## config.mk

```make
export PLATFORM = sky130hd
export DESIGN_NAME = cheb_ctrl
export DESIGN_NICKNAME = d
export VERILOG_FILES = /design/src/cheb_pkg.sv /design/src/cheb_ctrl.sv
export SDC_FILE = /design/constraint.sdc
export NUM_CORES = 1
export LEC_CHECK = 0
export ABC_AREA = 0
export BUFFER_PORTS_ARGS = -buffer_cell sky130_fd_sc_hd__buf_2
export CORE_MARGIN = 2
export CORE_UTILIZATION = 40
export DETAILED_ROUTE_END_ITERATION = 10
export GPL_TIMING_DRIVEN = 1
export PLACE_DENSITY_LB_ADDON = 0.1
export SYNTH_ARGS = -nofsm -noshare
export SYNTH_HDL_FRONTEND = slang
export SYNTH_SLANG_ARGS = --single-unit
```

## constraint.sdc

```tcl
create_clock -name clk -period 7 [get_ports clk]
set_input_delay 1.05 -clock clk [delete_from_list [all_inputs] [get_ports clk]]
set_output_delay 1.05 -clock clk [all_outputs]
set_load 0.03 [all_outputs]
```

## src/cheb_pkg.sv

```systemverilog
// shared types and constants for the chebyshev series evaluator
package cheb_pkg;

  // fixed field widths
  localparam int DATA_W     = 32;
  localparam int COEF_IDX_W = 6;
  localparam int COUNT_W    = 7;
  localparam int CFG_IDX_W  = 2;

  // configuration register indexes
  typedef enum logic [CFG_IDX_W-1:0] {
    CFG_SCALE  = 2'd0,
    CFG_OFFSET = 2'd1,
    CFG_COUNT  = 2'd2
  } cfg_reg_t;

  // item commands
  localparam logic CMD_LOAD = 1'b0;
  localparam logic CMD_EVAL = 1'b1;

  // saturation bounds
  localparam logic signed [DATA_W-1:0] S32_MAX = 32'sh7fff_ffff;
  localparam logic signed [DATA_W-1:0] S32_MIN = 32'sh8000_0000;

  // controller states
  typedef enum logic [2:0] {
    S_IDLE,
    S_MULW,
    S_FINW,
    S_MULT,
    S_MULG,
    S_FING,
    S_DONE
  } state_t;

  // multiplier operand selection
  typedef enum logic [1:0] {
    MUL_WX,
    MUL_WT,
    MUL_GT
  } mul_sel_t;

  // round, saturate and add step applied to the registered product
  typedef enum logic [1:0] {
    FIN_NONE,
    FIN_W,
    FIN_T,
    FIN_G
  } fin_sel_t;

  // commands from controller to datapath
  typedef struct packed {
    logic     mem_we;
    logic     load_x;
    logic     clear;
    logic     acc_init;
    mul_sel_t mul;
    fin_sel_t fin;
    logic     out_load;
  } dp_cmd_t;

  // status from datapath to controller
  typedef struct packed {
    logic out_busy;
  } dp_stat_t;

endpackage

```

## src/cheb_ctrl.sv

```systemverilog
// controller: sequences loads and the chebyshev recurrence over the coefficients
module cheb_ctrl #(
  parameter int MAX_COEFFS = 64,
  parameter int ADDR_W     = (MAX_COEFFS > 1) ? $clog2(MAX_COEFFS) : 1,
  parameter int CNT_W      = $clog2(MAX_COEFFS + 1)
) (
  input  logic               clk,
  input  logic               rst,
  input  logic               in_valid,
  input  logic               cmd,
  output logic               in_stall,
  input  logic [CNT_W-1:0]   coef_num,
  input  cheb_pkg::dp_stat_t stat,
  output cheb_pkg::dp_cmd_t  ctl,
  output logic [ADDR_W-1:0]  rd_addr
);

  localparam int KW = CNT_W + 1;

  cheb_pkg::state_t state;
  cheb_pkg::state_t state_next;
  logic [CNT_W-1:0] k;
  logic [CNT_W-1:0] k_next;
  logic             more;
  logic             k_ge2;

  // coefficient index and the loop tests on it
  assign more    = (KW'(k) + KW'(1)) < KW'(coef_num);
  assign k_ge2   = KW'(k) >= KW'(2);
  assign rd_addr = k[ADDR_W-1:0];

  // state register
  always_ff @(posedge clk) begin
    if (rst) begin
      state <= cheb_pkg::S_IDLE;
      k     <= '0;
    end else begin
      state <= state_next;
      k     <= k_next;
    end
  end

  // next state and datapath commands
  always_comb begin
    state_next = state;
    k_next     = k;
    ctl        = '0;
    in_stall   = 1'b1;
    case (state)
      cheb_pkg::S_IDLE: begin
        in_stall = 1'b0;
        k_next   = '0;
        if (in_valid) begin
          if (cmd == cheb_pkg::CMD_LOAD) begin
            ctl.mem_we = 1'b1;
          end else begin
            ctl.load_x = 1'b1;
            ctl.clear  = 1'b1;
            if (coef_num == '0) begin
              state_next = cheb_pkg::S_DONE;
            end else begin
              state_next = cheb_pkg::S_MULW;
            end
          end
        end
      end
      // w product; g0 taken straight into the accumulator
      cheb_pkg::S_MULW: begin
        ctl.mul      = cheb_pkg::MUL_WX;
        ctl.acc_init = 1'b1;
        k_next       = CNT_W'(1);
        state_next   = cheb_pkg::S_FINW;
      end
      cheb_pkg::S_FINW: begin
        ctl.fin = cheb_pkg::FIN_W;
        if (coef_num == CNT_W'(1)) begin
          state_next = cheb_pkg::S_DONE;
        end else if (more) begin
          state_next = cheb_pkg::S_MULT;
        end else begin
          state_next = cheb_pkg::S_MULG;
        end
      end
      // w * T(k) for the next term, finish the previous g * T
      cheb_pkg::S_MULT: begin
        ctl.mul = cheb_pkg::MUL_WT;
        if (k_ge2) begin
          ctl.fin = cheb_pkg::FIN_G;
        end
        state_next = cheb_pkg::S_MULG;
      end
      // g(k) * T(k), finish T(k+1) when it is needed
      cheb_pkg::S_MULG: begin
        ctl.mul = cheb_pkg::MUL_GT;
        if (more) begin
          ctl.fin    = cheb_pkg::FIN_T;
          k_next     = CNT_W'(KW'(k) + KW'(1));
          state_next = cheb_pkg::S_MULT;
        end else begin
          state_next = cheb_pkg::S_FING;
        end
      end
      cheb_pkg::S_FING: begin
        ctl.fin    = cheb_pkg::FIN_G;
        state_next = cheb_pkg::S_DONE;
      end
      // hand the result to the output register once it is free
      cheb_pkg::S_DONE: begin
        if (!stat.out_busy) begin
          ctl.out_load = 1'b1;
          k_next       = '0;
          state_next   = cheb_pkg::S_IDLE;
        end
      end
      default: begin
        state_next = cheb_pkg::S_IDLE;
        k_next     = '0;
      end
    endcase
  end

  // result never overwrites one that is still waiting
  a_out_load_free: assert property (@(posedge clk) disable iff (rst)
    ctl.out_load |-> !stat.out_busy)
    else $error("output register loaded while a result is held");

  // a recurrence step only finishes a w * T product
  a_t_after_wt: assert property (@(posedge clk) disable iff (rst)
    (ctl.fin == cheb_pkg::FIN_T) |-> ($past(state) == cheb_pkg::S_MULT))
    else $error("recurrence finished without a w * T product");

  // loop index stays inside the coefficients in use
  a_k_range: assert property (@(posedge clk) disable iff (rst)
    (state == cheb_pkg::S_MULT || state == cheb_pkg::S_MULG) |->
      (k != '0 && KW'(k) < KW'(coef_num)))
    else $error("coefficient index out of range");

  // after a g * T product either the loop goes on or the last term is finished
  a_mulg_next: assert property (@(posedge clk) disable iff (rst)
    (state == cheb_pkg::S_MULG) |=>
      (state == cheb_pkg::S_MULT || state == cheb_pkg::S_FING))
    else $error("bad sequence after g * T product");

endmodule

```

==> results by group, run 1 <==
Floorplanning
  – IO Pins: 28
  – Die Y: 54.3 um
  – DIE AREA: 2950 um2
  – Starting Density: 0.416
  – Std cell rows: 18
  – Total core area: 2430 um2
  – Width of the die: 54.3 um

CTS
  – H-tree levels: 1
  – Total CTS buffers: 3
  – Resized Gates After CTS: 0
  – CTS tree: yes
  – Max Root-Sink Buffers: 2
  – Clock Pin Slew Worst Setup and Hold Paths: 90 ps
  – CTS root buffer: clkbuf_4
  – Sink Count: 10
  – Post-CTS Setup Repair Bufs: 0
  – Worst skew pair latency: 280 ps
  – Hold buffers post-CTS: 0

Yosys
  – Synth Area per Inst: 7.38 um2
  – Synth top area share: 0.198
  – Seq/Total Area, Yosys: 0.198
  – Number of synthesized register bits: 10
  – Distinct cells, synth: 44
  – Largest area contributor in the netlist: dfxtp_1
  – Number of flops mapped to enable cells by yosys: 0
  – Mapped Cells: 137
  – Warnings, synthesis: 0
  – Syn_nets: 157
  – Asr flop ratio synth: 0
  – Commonest cells in the netlist: 15 x inv_1, 12 x nand2_1, 10 x dfxtp_1
  – Top_reg_cell synth: dfxtp_1
  – Area contributors post-synth: dfxtp_1 20%, ha_1 9.9%, inv_1 5.6%
  – Top-count cell post-synth: inv_1
  – Post-synthesis cell area: 1010 um2

Timing
  – Worst setup margin: 3080 ps
  – Setup violators final: 0
  – Worst-margin pin slew: 516 ps
  – RSZ-0062 raised after global routing: no
  – Setup TNS: 0 ps
  – Final worst path period need: 3920 ps
  – Worst Skew: 10.4 ps
  – Relative slew slack: 0.656
  – Max Clk Rate: 0.255 GHz
  – Final max-slew violation count: 0
  – Period utilisation layout: 0.560
  – Final hold violation count: 0

Critical path
  – CP delay by family, top: compound AO/OA/AOI/OAI gates
  – Crit path capture type: primary output
  – Worst path arrival time: 2870 ps
  – Critical path buffers and inverters: 1
  – Worst Path Required: 5950 ps
  – Worst path slowest cell: dfxtp_1
  – Critical Path Fanout Max: 8
  – Cell Chain, Critical Path: ha_1, nand3_1, nor2_1, xor2_1, ha_1, o2111ai_1, a21oi_1, nor2_1, o21ai_0, o21ai_0, buf_2
  – Max incr delay on CP: 490 ps
  – Crit Path Class: reg -> out
  – Startpoint types: register

Finish
  – P&R area growth vs syn: 14.0%
  – Final core utilization: 0.474
  – ANT cells: 0
  – Multi-input gate area: 687 um2
  – Fill count: 257
  – Share of cells above drive strength 1: 0.229
  – Nets@finish: 178
  – Sequential cell area: 200 um2
  – Non-Filler Instances: 187

Placement
  – GPL Wtd Cong: 0.825
  – Setup WS pre-CTS: 3380 ps
  – Inst Count DP: 183
  – Detailed placer's ending HPWL: 1940 um
  – # port buffers: 27

Pwr
  – Leak: 0.581 nW
  – Peak supply drop: 0.0722 mV
  – PwrDens: 124 nW/um2
  – Overall Power: 0.143 mW

Min path
  – Hold Path Class: reg -> reg

Route
  – Drt pass-1 iters: 5
  – Drt initial violations: 20
  – Vias per cell: 5.70
  – Routed wire per std cell: 13.9 um
  – DRT Wirelength: 2590 um
  – Post-detailed-route DRC marker count: 0
  – Vias: 1066
  – Post-DRT Antenna Nets: 0

GRT
  – Total track usage: 0.187
  – Vias in the first global route: 879
  – First-pass GRT wire length: 3990 um
  – Initial antenna violation count: 0
  – GRT overflow: 0
  – Largest net degree at the start of global routing: 20

Run status
  – Status: complete, no violations

Run
  – Max Cap Viol: 0
-- cell families (layout without fill, tap and decap cells) --
family,Yosys count,after routing,share of synthesized area
flops,10,10,0.198
simple gates,48,48,0.266
xor+xnor,5,5,0.0433
buf+inv,26,46,0.123
compound gates,40,40,0.271
fa+ha+maj,8,8,0.0990
-- cells in the final DEF (no fill, tap or decap), types with 4 or more instances in the layout --
cell type / synthesis / layout
nor2_1: 9 / 9
nand2_1: 12 / 12
buf_2: 0 / 27
nand3_1: 4 / 4
dfxtp_1: 10 / 10
ha_1: 8 / 8
o21ai_0: 8 / 8
a21oi_1: 8 / 8
inv_1: 15 / 15
o31ai_1: 6 / 6
-- metal layers --
metal,vias to the layer above,global-route usage,part of all wire
met5,-,0,0
met4,0,0.0500,0.0050
met3,2,0.0410,0.066
met2,41,0.309,0.47
met1,489,0.244,0.46
li1,534,-,-
-- per-stage QoR --
| stage | hold slack [ps] | instance area [um2] |
|---|---|---|
| final | 540 | 1150 |
| after global routing | 599 | 1150 |
| after CTS | 545 | 1150 |
| after detailed placement | 533 | 1120 |
| after global placement | 536 | 1120 |
| after floorplan | 476 | 1010 |
-- area by class of cell --
| cell class | count | share of cell area |
|---|---|---|
| clock buffers | 4 | 0.0315 |
| repair buffers | 27 | 0.117 |
| multi-input cells | 101 | 0.596 |
| flip-flops and latches | 10 | 0.174 |
| inverters | 15 | 0.0489 |
| well taps | 30 | 0.0326 |
-- worst reg2reg max path, delay by kind of cell, from the launching register on --
family / cells / cell delay, ps
AOI/OAI and AO/OA: 5 / 1030
xor gates and xnor gates: 1 / 220
DFF: 1 / 490
adders and majority gates: 2 / 570
and+or+nand+nor: 2 / 380
-- flip-flops by register name, summed over array words and instances (netlist names) --
| name | flops |
|---|---|
| k | 7 |
| state | 3 |
-- final timing paths --
check,startpoint,end,slack [ps],depth (start not counted)
hold / removal,k[6]$_SDFFE_PP0P_,k[6]$_SDFFE_PP0P_,540,2
setup reg to reg,k[0]$_SDFFE_PP0P_,k[4]$_SDFFE_PP0P_,4200,10
hold reg to reg,k[6]$_SDFFE_PP0P_,k[6]$_SDFFE_PP0P_,540,2
setup / recovery,k[0]$_SDFFE_PP0P_,ctl[2],3080,11
-- power breakdown --
part	internal (mW)	switching, mW	leakage (nW)	total [mW]
Clock	0.0317	0.0253	0.0210	0.0570
Sequential	0.0576	0.00262	0.0808	0.0603
Combinational	0.00936	0.0161	0.479	0.0254
Total	0.0987	0.0440	0.581	0.143
Power figures use the tool's default switching activity.
==> run 2, diff against run 1 <==
--- a/config.mk
+++ b/config.mk
@@ -5,7 +5,7 @@
 export SDC_FILE = /design/constraint.sdc
 export NUM_CORES = 1
 export LEC_CHECK = 0
-export ABC_AREA = 0
+export ABC_AREA = 1
 export BUFFER_PORTS_ARGS = -buffer_cell sky130_fd_sc_hd__buf_2
 export CORE_MARGIN = 2
 export CORE_UTILIZATION = 40
==> constraint.sdc (replaced) <==
create_clock -name clk -period 4.05 [get_ports clk]
set_input_delay 0.6075 -clock clk [delete_from_list [all_inputs] [get_ports clk]]
set_output_delay 0.6075 -clock clk [all_outputs]
set_load 0.03 [all_outputs]
==> results by group, run 2 <==
Yosys
  – Commonest cells in the netlist: 37 x nand2_1, 24 x inv_1, 19 x nor2_1
  – Largest family of logic cells by synthesized area: simple AND/OR/NAND/NOR gates
  – Synth Area per Inst: 6.35 um2
  – Post-synthesis cell area: 1020 um2
  – Number of flops mapped to enable cells by yosys: 0
  – Area contributors post-synth: dfxtp_1 20%, nand2_1 14%, ha_1 9.8%
  – Syn_nets: 181
  – Top_reg_cell synth: dfxtp_1
  – Simple-gate share of the synthesized area: 0.441
  – Seq/Total Area, Yosys: 0.196
  – XOR/XNOR Fraction of Synth Area: 0
  – Adder-cell share of the synthesized area: 0.0979
  – Largest area contributor in the netlist: dfxtp_1
  – Synth top area share: 0.196
  – Warnings, synthesis: 0
  – Post-synthesis mux area share: 0
  – Compound-Gate Fraction of Synth Area: 0.109
  – Distinct cells, synth: 30
  – Asr flop ratio synth: 0
  – Top-count cell post-synth: nand2_1
  – Number of synthesized register bits: 10
  – Mapped Cells: 161

GRT
  – First-pass GRT wire length: 3840 um
  – Total track usage: 0.179
  – GRT overflow: 0
  – Largest net degree at the start of global routing: 11
  – Vias in the first global route: 951
  – Initial antenna violation count: 0

Timing
  – Hold slack: 511 ps
  – Final max-slew violation count: 0
  – Worst-margin pin slew: 531 ps
  – Setup violators final: 0
  – Final hold violation count: 0
  – RSZ-0062 raised after global routing: no
  – Setup TNS: 0 ps
  – Worst Skew: 6.91 ps
  – Period utilisation layout: 0.756
  – Relative slew slack: 0.643
  – Max Clk Rate: 0.327 GHz
  – Final worst path period need: 3060 ps

Placement
  – GPL Wtd Cong: 0.887
  – Detailed placer's ending HPWL: 2020 um
  – # port buffers: 27

Route
  – Vias: 1085
  – Routed wire per std cell: 11.2 um
  – DRT Wirelength: 2400 um
  – Post-detailed-route DRC marker count: 0
  – Drt pass-1 iters: 4
  – Post-DRT Antenna Nets: 0
  – Vias per cell: 5.07
  – Drt initial violations: 25

CTS
  – Max Root-Sink Buffers: 2
  – Clock Pin Slew Worst Setup and Hold Paths: 70 ps
  – Total CTS buffers: 3
  – Worst skew pair latency: 270 ps
  – Sink Count: 10
  – Hold buffers post-CTS: 0
  – CTS root buffer: clkbuf_4
  – Post-CTS Setup Repair Bufs: 0
  – Resized Gates After CTS: 0
  – CTS tree: yes
  – H-tree levels: 1

Critical path
  – Critical Path Fanout Max: 7
  – Reg2reg path depth: 15
  – Cell Chain, Critical Path: ha_1, nand2_1, nor2_1, inv_1, nor2_1, nor2_1, ha_1, nand2_1, nand2_1, nor2_2, nand3_1, nand2_1, inv_2, nand2_1, buf_2
  – Crit Path Class: reg -> out
  – Worst path slowest cell: dfxtp_1
  – Startpoint types: register
  – Max incr delay on CP: 450 ps
  – Worst Path Required: 3440 ps
  – Crit path capture type: primary output
  – Most frequent CP cell: nand2_1
  – Worst path arrival time: 2460 ps

Floorplanning
  – Std cell rows: 18
  – Starting Density: 0.416
  – IO Pins: 28
  – Width of the die: 54.6 um
  – Die Y: 54.6 um
  – Total core area: 2450 um2
  – DIE AREA: 2980 um2

Pwr
  – PwrDens: 223 nW/um2
  – Peak supply drop: 0.191 mV
  – Overall Power: 0.262 mW
  – Leak: 0.672 nW

Finish
  – ANT cells: 0
  – Top flop regs: k: 7 flops, state: 3 flops
  – Fill count: 257
  – Most flops, register: k
  – Number of flip-flops in the largest register: 7
  – Nets@finish: 205
  – Final core utilization: 0.479
  – Commonest non-fill, non-tap cells in the layout: 37 x nand2_1, 27 x buf_2, 24 x inv_1, 19 x nor2_1, 11 x a21oi_1
  – P&R area growth vs syn: 14.9%
  – Share of cells above drive strength 1: 0.261
  – Commonest non-fill, non-tap cell in the layout: nand2_1

Run
  – Max Cap Viol: 0

Run status
  – Status: complete, no violations

Min path
  – Hold path depth: 2
  – Hold Path Class: reg -> reg
run 2: cell types whose count changed after synthesis, sizes merged, moves of 4 or more:
cell,delta
o21ai,-5
inv,+12
nor2,+12
nand2,+31
nand3,+6
clkbuf,-4
o31ai,-6
run 2: power by group:
| group | internal [mW] | switching (mW) | leakage, nW |
|---|---|---|---|
| Sequential | 0.101 | 0.00368 | 0.0809 |
| Clock | 0.0546 | 0.0378 | 0.0210 |
| Combinational | 0.0217 | 0.0431 | 0.571 |
| Total | 0.177 | 0.0845 | 0.672 |
run 2: cell families after synthesis:
group | after synthesis
flops | 10
buf+inv | 35
compound gates | 19
fa+ha+maj | 8
simple gates | 89
run 2: area by class of cell:
class,count,area [um2],share of cell area
well taps,30,37.5,0.0319
flip-flops and latches,10,200,0.170
clock buffers,4,36.3,0.0309
repair buffers,27,135,0.115
inverters,27,104,0.0884
multi-input cells,116,662,0.563
run 2: metrics by stage:
stage | setup slack [ps] | std cells | area, um2
2_1_floorplan | 1470 | 161 | 1020
3_3_place_gp | 1350 | 210 | 1140
3_5_place_dp | 1260 | 210 | 1140
4_1_cts | 966 | 214 | 1170
5_1_grt | 733 | 214 | 1170
6_report | 987 | 214 | 1170
run 2: per-layer routing:
layer | share of wire | global-route usage | vias to the layer above
met5 | 0 | 0 | -
met4 | 0.018 | 0.0667 | 0
met3 | 0.063 | 0.0437 | 4
met2 | 0.48 | 0.313 | 34
met1 | 0.44 | 0.211 | 487
li1 | - | - | 560
run 2: path summary, 6_finish.rpt:
check	from	endpoint	slack (ps)
hold reg to reg	k[6]$_SDFFE_PP0P_	k[6]$_SDFFE_PP0P_	510
setup reg to reg	k[0]$_SDFFE_PP0P_	k[0]$_SDFFE_PP0P_	1660
hold / removal	k[6]$_SDFFE_PP0P_	k[6]$_SDFFE_PP0P_	510
setup / recovery	k[0]$_SDFFE_PP0P_	ctl[2]	990
run 2: critical path, delay by kind of cell (launching register included):
family,cells,cell delay (ps)
DFF,1,450
and+or+nand+nor,10,940
adders and majority gates,2,490
buffers and inverters,3,290
==> run 3, diff against run 2 <==
==> constraint.sdc (replaced) <==
create_clock -name clk -period 3.07 [get_ports clk]
set_input_delay 0.4605 -clock clk [delete_from_list [all_inputs] [get_ports clk]]
set_output_delay 0.4605 -clock clk [all_outputs]
set_load 0.03 [all_outputs]
==> results by group, run 3 (synthesis gave the netlist of run 2 again) <==
Run status
  – Status: complete, no violations

CTS
  – Max Root-Sink Buffers: 2
  – CTS root buffer: clkbuf_4
  – Worst skew pair latency: 270 ps
  – H-tree levels: 1
  – CTS tree: yes
  – Post-CTS Setup Repair Bufs: 0
  – Hold buffers post-CTS: 0
  – Resized Gates After CTS: 0
  – Total CTS buffers: 3
  – Clock Pin Slew Worst Setup and Hold Paths: 70 ps
  – Sink Count: 10

Timing
  – Max Clk Rate: 0.352 GHz
  – Period utilisation layout: 0.925
  – Setup violators final: 0
  – Worst setup margin: 230 ps
  – Relative slew slack: 0.647
  – Worst-margin pin slew: 525 ps
  – Final worst path period need: 2840 ps
  – Final max-slew violation count: 0
  – Worst Skew: 6.52 ps
  – Final hold violation count: 0
  – Setup TNS: 0 ps

Critical path
  – R2r startpoint: k[1]$_SDFFE_PP0P_
  – Worst Setup EP: ctl[2]
  – Register-to-Register Setup Slack: 760 ps
  – Cell Chain, Critical Path: ha_1, nand2_1, nor2_1, inv_1, nor2_1, nor2_1, ha_1, nand2_1, nand2_1, nor2_4, nand3_1, nand2_1, inv_2, nand2_1, buf_2
  – Crit Path Class: reg -> out
  – Crit path from: k[1]$_SDFFE_PP0P_
  – Worst path slowest cell: dfxtp_1
  – Crit path capture type: primary output
  – Worst path arrival time: 2380 ps
  – Most frequent CP cell: nand2_1
  – Critical Path Fanout Max: 6
  – Startpoint types: register
  – Reg2reg path depth: 15
  – Reg2reg end: k[0]$_SDFFE_PP0P_
  – Worst Path Required: 2610 ps
  – Max incr delay on CP: 420 ps

Pwr
  – Leak: 0.675 nW
  – Switching share of power: 0.322
  – P_int: 0.234 mW
  – Combinational share of power: 0.248
  – Peak supply drop: 0.252 mV
  – Overall Power: 0.345 mW
  – PwrDens: 292 nW/um2
  – Clock share of power: 0.353
  – Reg power frac: 0.400
  – Switching power total: 0.111 mW

Finish
  – Fill count: 257
  – Non-Filler Instances: 214
  – Share of cells above drive strength 1: 0.266
  – Top flop regs: k: 7 flops, state: 3 flops
  – Multi-input gate area: 667 um2
  – Number of flip-flops in the largest register: 7
  – Commonest non-fill, non-tap cells in the layout: 37 x nand2_1, 27 x buf_2, 24 x inv_1, 19 x nor2_1, 11 x a21oi_1
  – P&R area growth vs syn: 15.5%
  – Commonest non-fill, non-tap cell in the layout: nand2_1
  – Sequential cell area: 201 um2
  – ANT cells: 0
  – Final core utilization: 0.481
  – Nets@finish: 205
  – Most flops, register: k

Route
  – Vias per cell: 5.07
  – Drt initial violations: 24
  – DRT Wirelength: 2380 um
  – Post-DRT Antenna Nets: 0
  – Routed wire per std cell: 11.1 um
  – Drt pass-1 iters: 4
  – Vias: 1084
  – Post-detailed-route DRC marker count: 0

Min path
  – Hold Path Class: in -> reg

Floorplanning
  – Die Y: 54.6 um
  – DIE AREA: 2980 um2
  – IO Pins: 28
  – Width of the die: 54.6 um
  – Starting Density: 0.416
  – Total core area: 2450 um2
  – Std cell rows: 18

GRT
  – Total track usage: 0.179
  – Vias in the first global route: 951
  – Largest net degree at the start of global routing: 11
  – Initial antenna violation count: 0
  – GRT overflow: 0
  – First-pass GRT wire length: 3840 um

Placement
  – # port buffers: 27
  – GPL Wtd Cong: 0.887
  – Setup WS pre-CTS: 430 ps
  – Detailed placer's ending HPWL: 2020 um
  – Inst Count DP: 210

Run
  – Max Cap Viol: 0
[run 3: layout make-up]
type | count | area share
Clock buffer | 4 | 0.0307
Inverter | 27 | 0.0879
Multi-Input combinational cell | 116 | 0.565
Sequential cell | 10 | 0.171
Tap cell | 30 | 0.0318
Timing Repair Buffer | 27 | 0.114
[run 3: worst max-delay path, delay by kind of cell (launching register included)]
| kind | cells | cell delay, ps |
|---|---|---|
| AND/OR/NAND/NOR | 10 | 910 |
| adder cells (fa/ha/maj) | 2 | 480 |
| flip-flops | 1 | 420 |
| buffers and inverters | 3 | 290 |
[run 3: worst min path at each step]
| stage | startpoint | endpoint | slack, ps | cells after the start |
|---|---|---|---|---|
| after floorplan | k[6]$_SDFFE_PP0P_ | k[6]$_SDFFE_PP0P_ | 470 | 2 |
| after global placement | k[6]$_SDFFE_PP0P_ | k[6]$_SDFFE_PP0P_ | 500 | 2 |
| after detailed placement | k[6]$_SDFFE_PP0P_ | k[6]$_SDFFE_PP0P_ | 510 | 2 |
| after CTS | rst | k[0]$_SDFFE_PP0P_ | 480 | 2 |
| after global routing | rst | k[0]$_SDFFE_PP0P_ | 480 | 2 |
| final | rst | k[0]$_SDFFE_PP0P_ | 480 | 2 |
[run 3: power groups by stage]
stage	clock network (mW)	logic, mW	registers [mW]
after global placement	0	0.0851	0.140
after global routing	0.130	0.0942	0.139
after floorplan	0	0.0634	0.140
final	0.122	0.0854	0.138
after detailed placement	0	0.0857	0.141
after CTS	0.123	0.0861	0.138
[run 3: through the flow]
step,instance area [um2],hold WS [ps]
after global placement,1140,499
after floorplan,1020,472
after CTS,1170,481
after global routing,1180,477
after detailed placement,1140,506
final,1180,485
[run 3: routing by layer]
metal	share of wire	GRT usage	wire length [um]	vias to the layer above
li1	-	-	-	559
met1	0.44	0.211	1040	482
met2	0.49	0.313	1160	39
met3	0.055	0.0437	131	4
met4	0.018	0.0667	42	0
met5	0	0	0	-
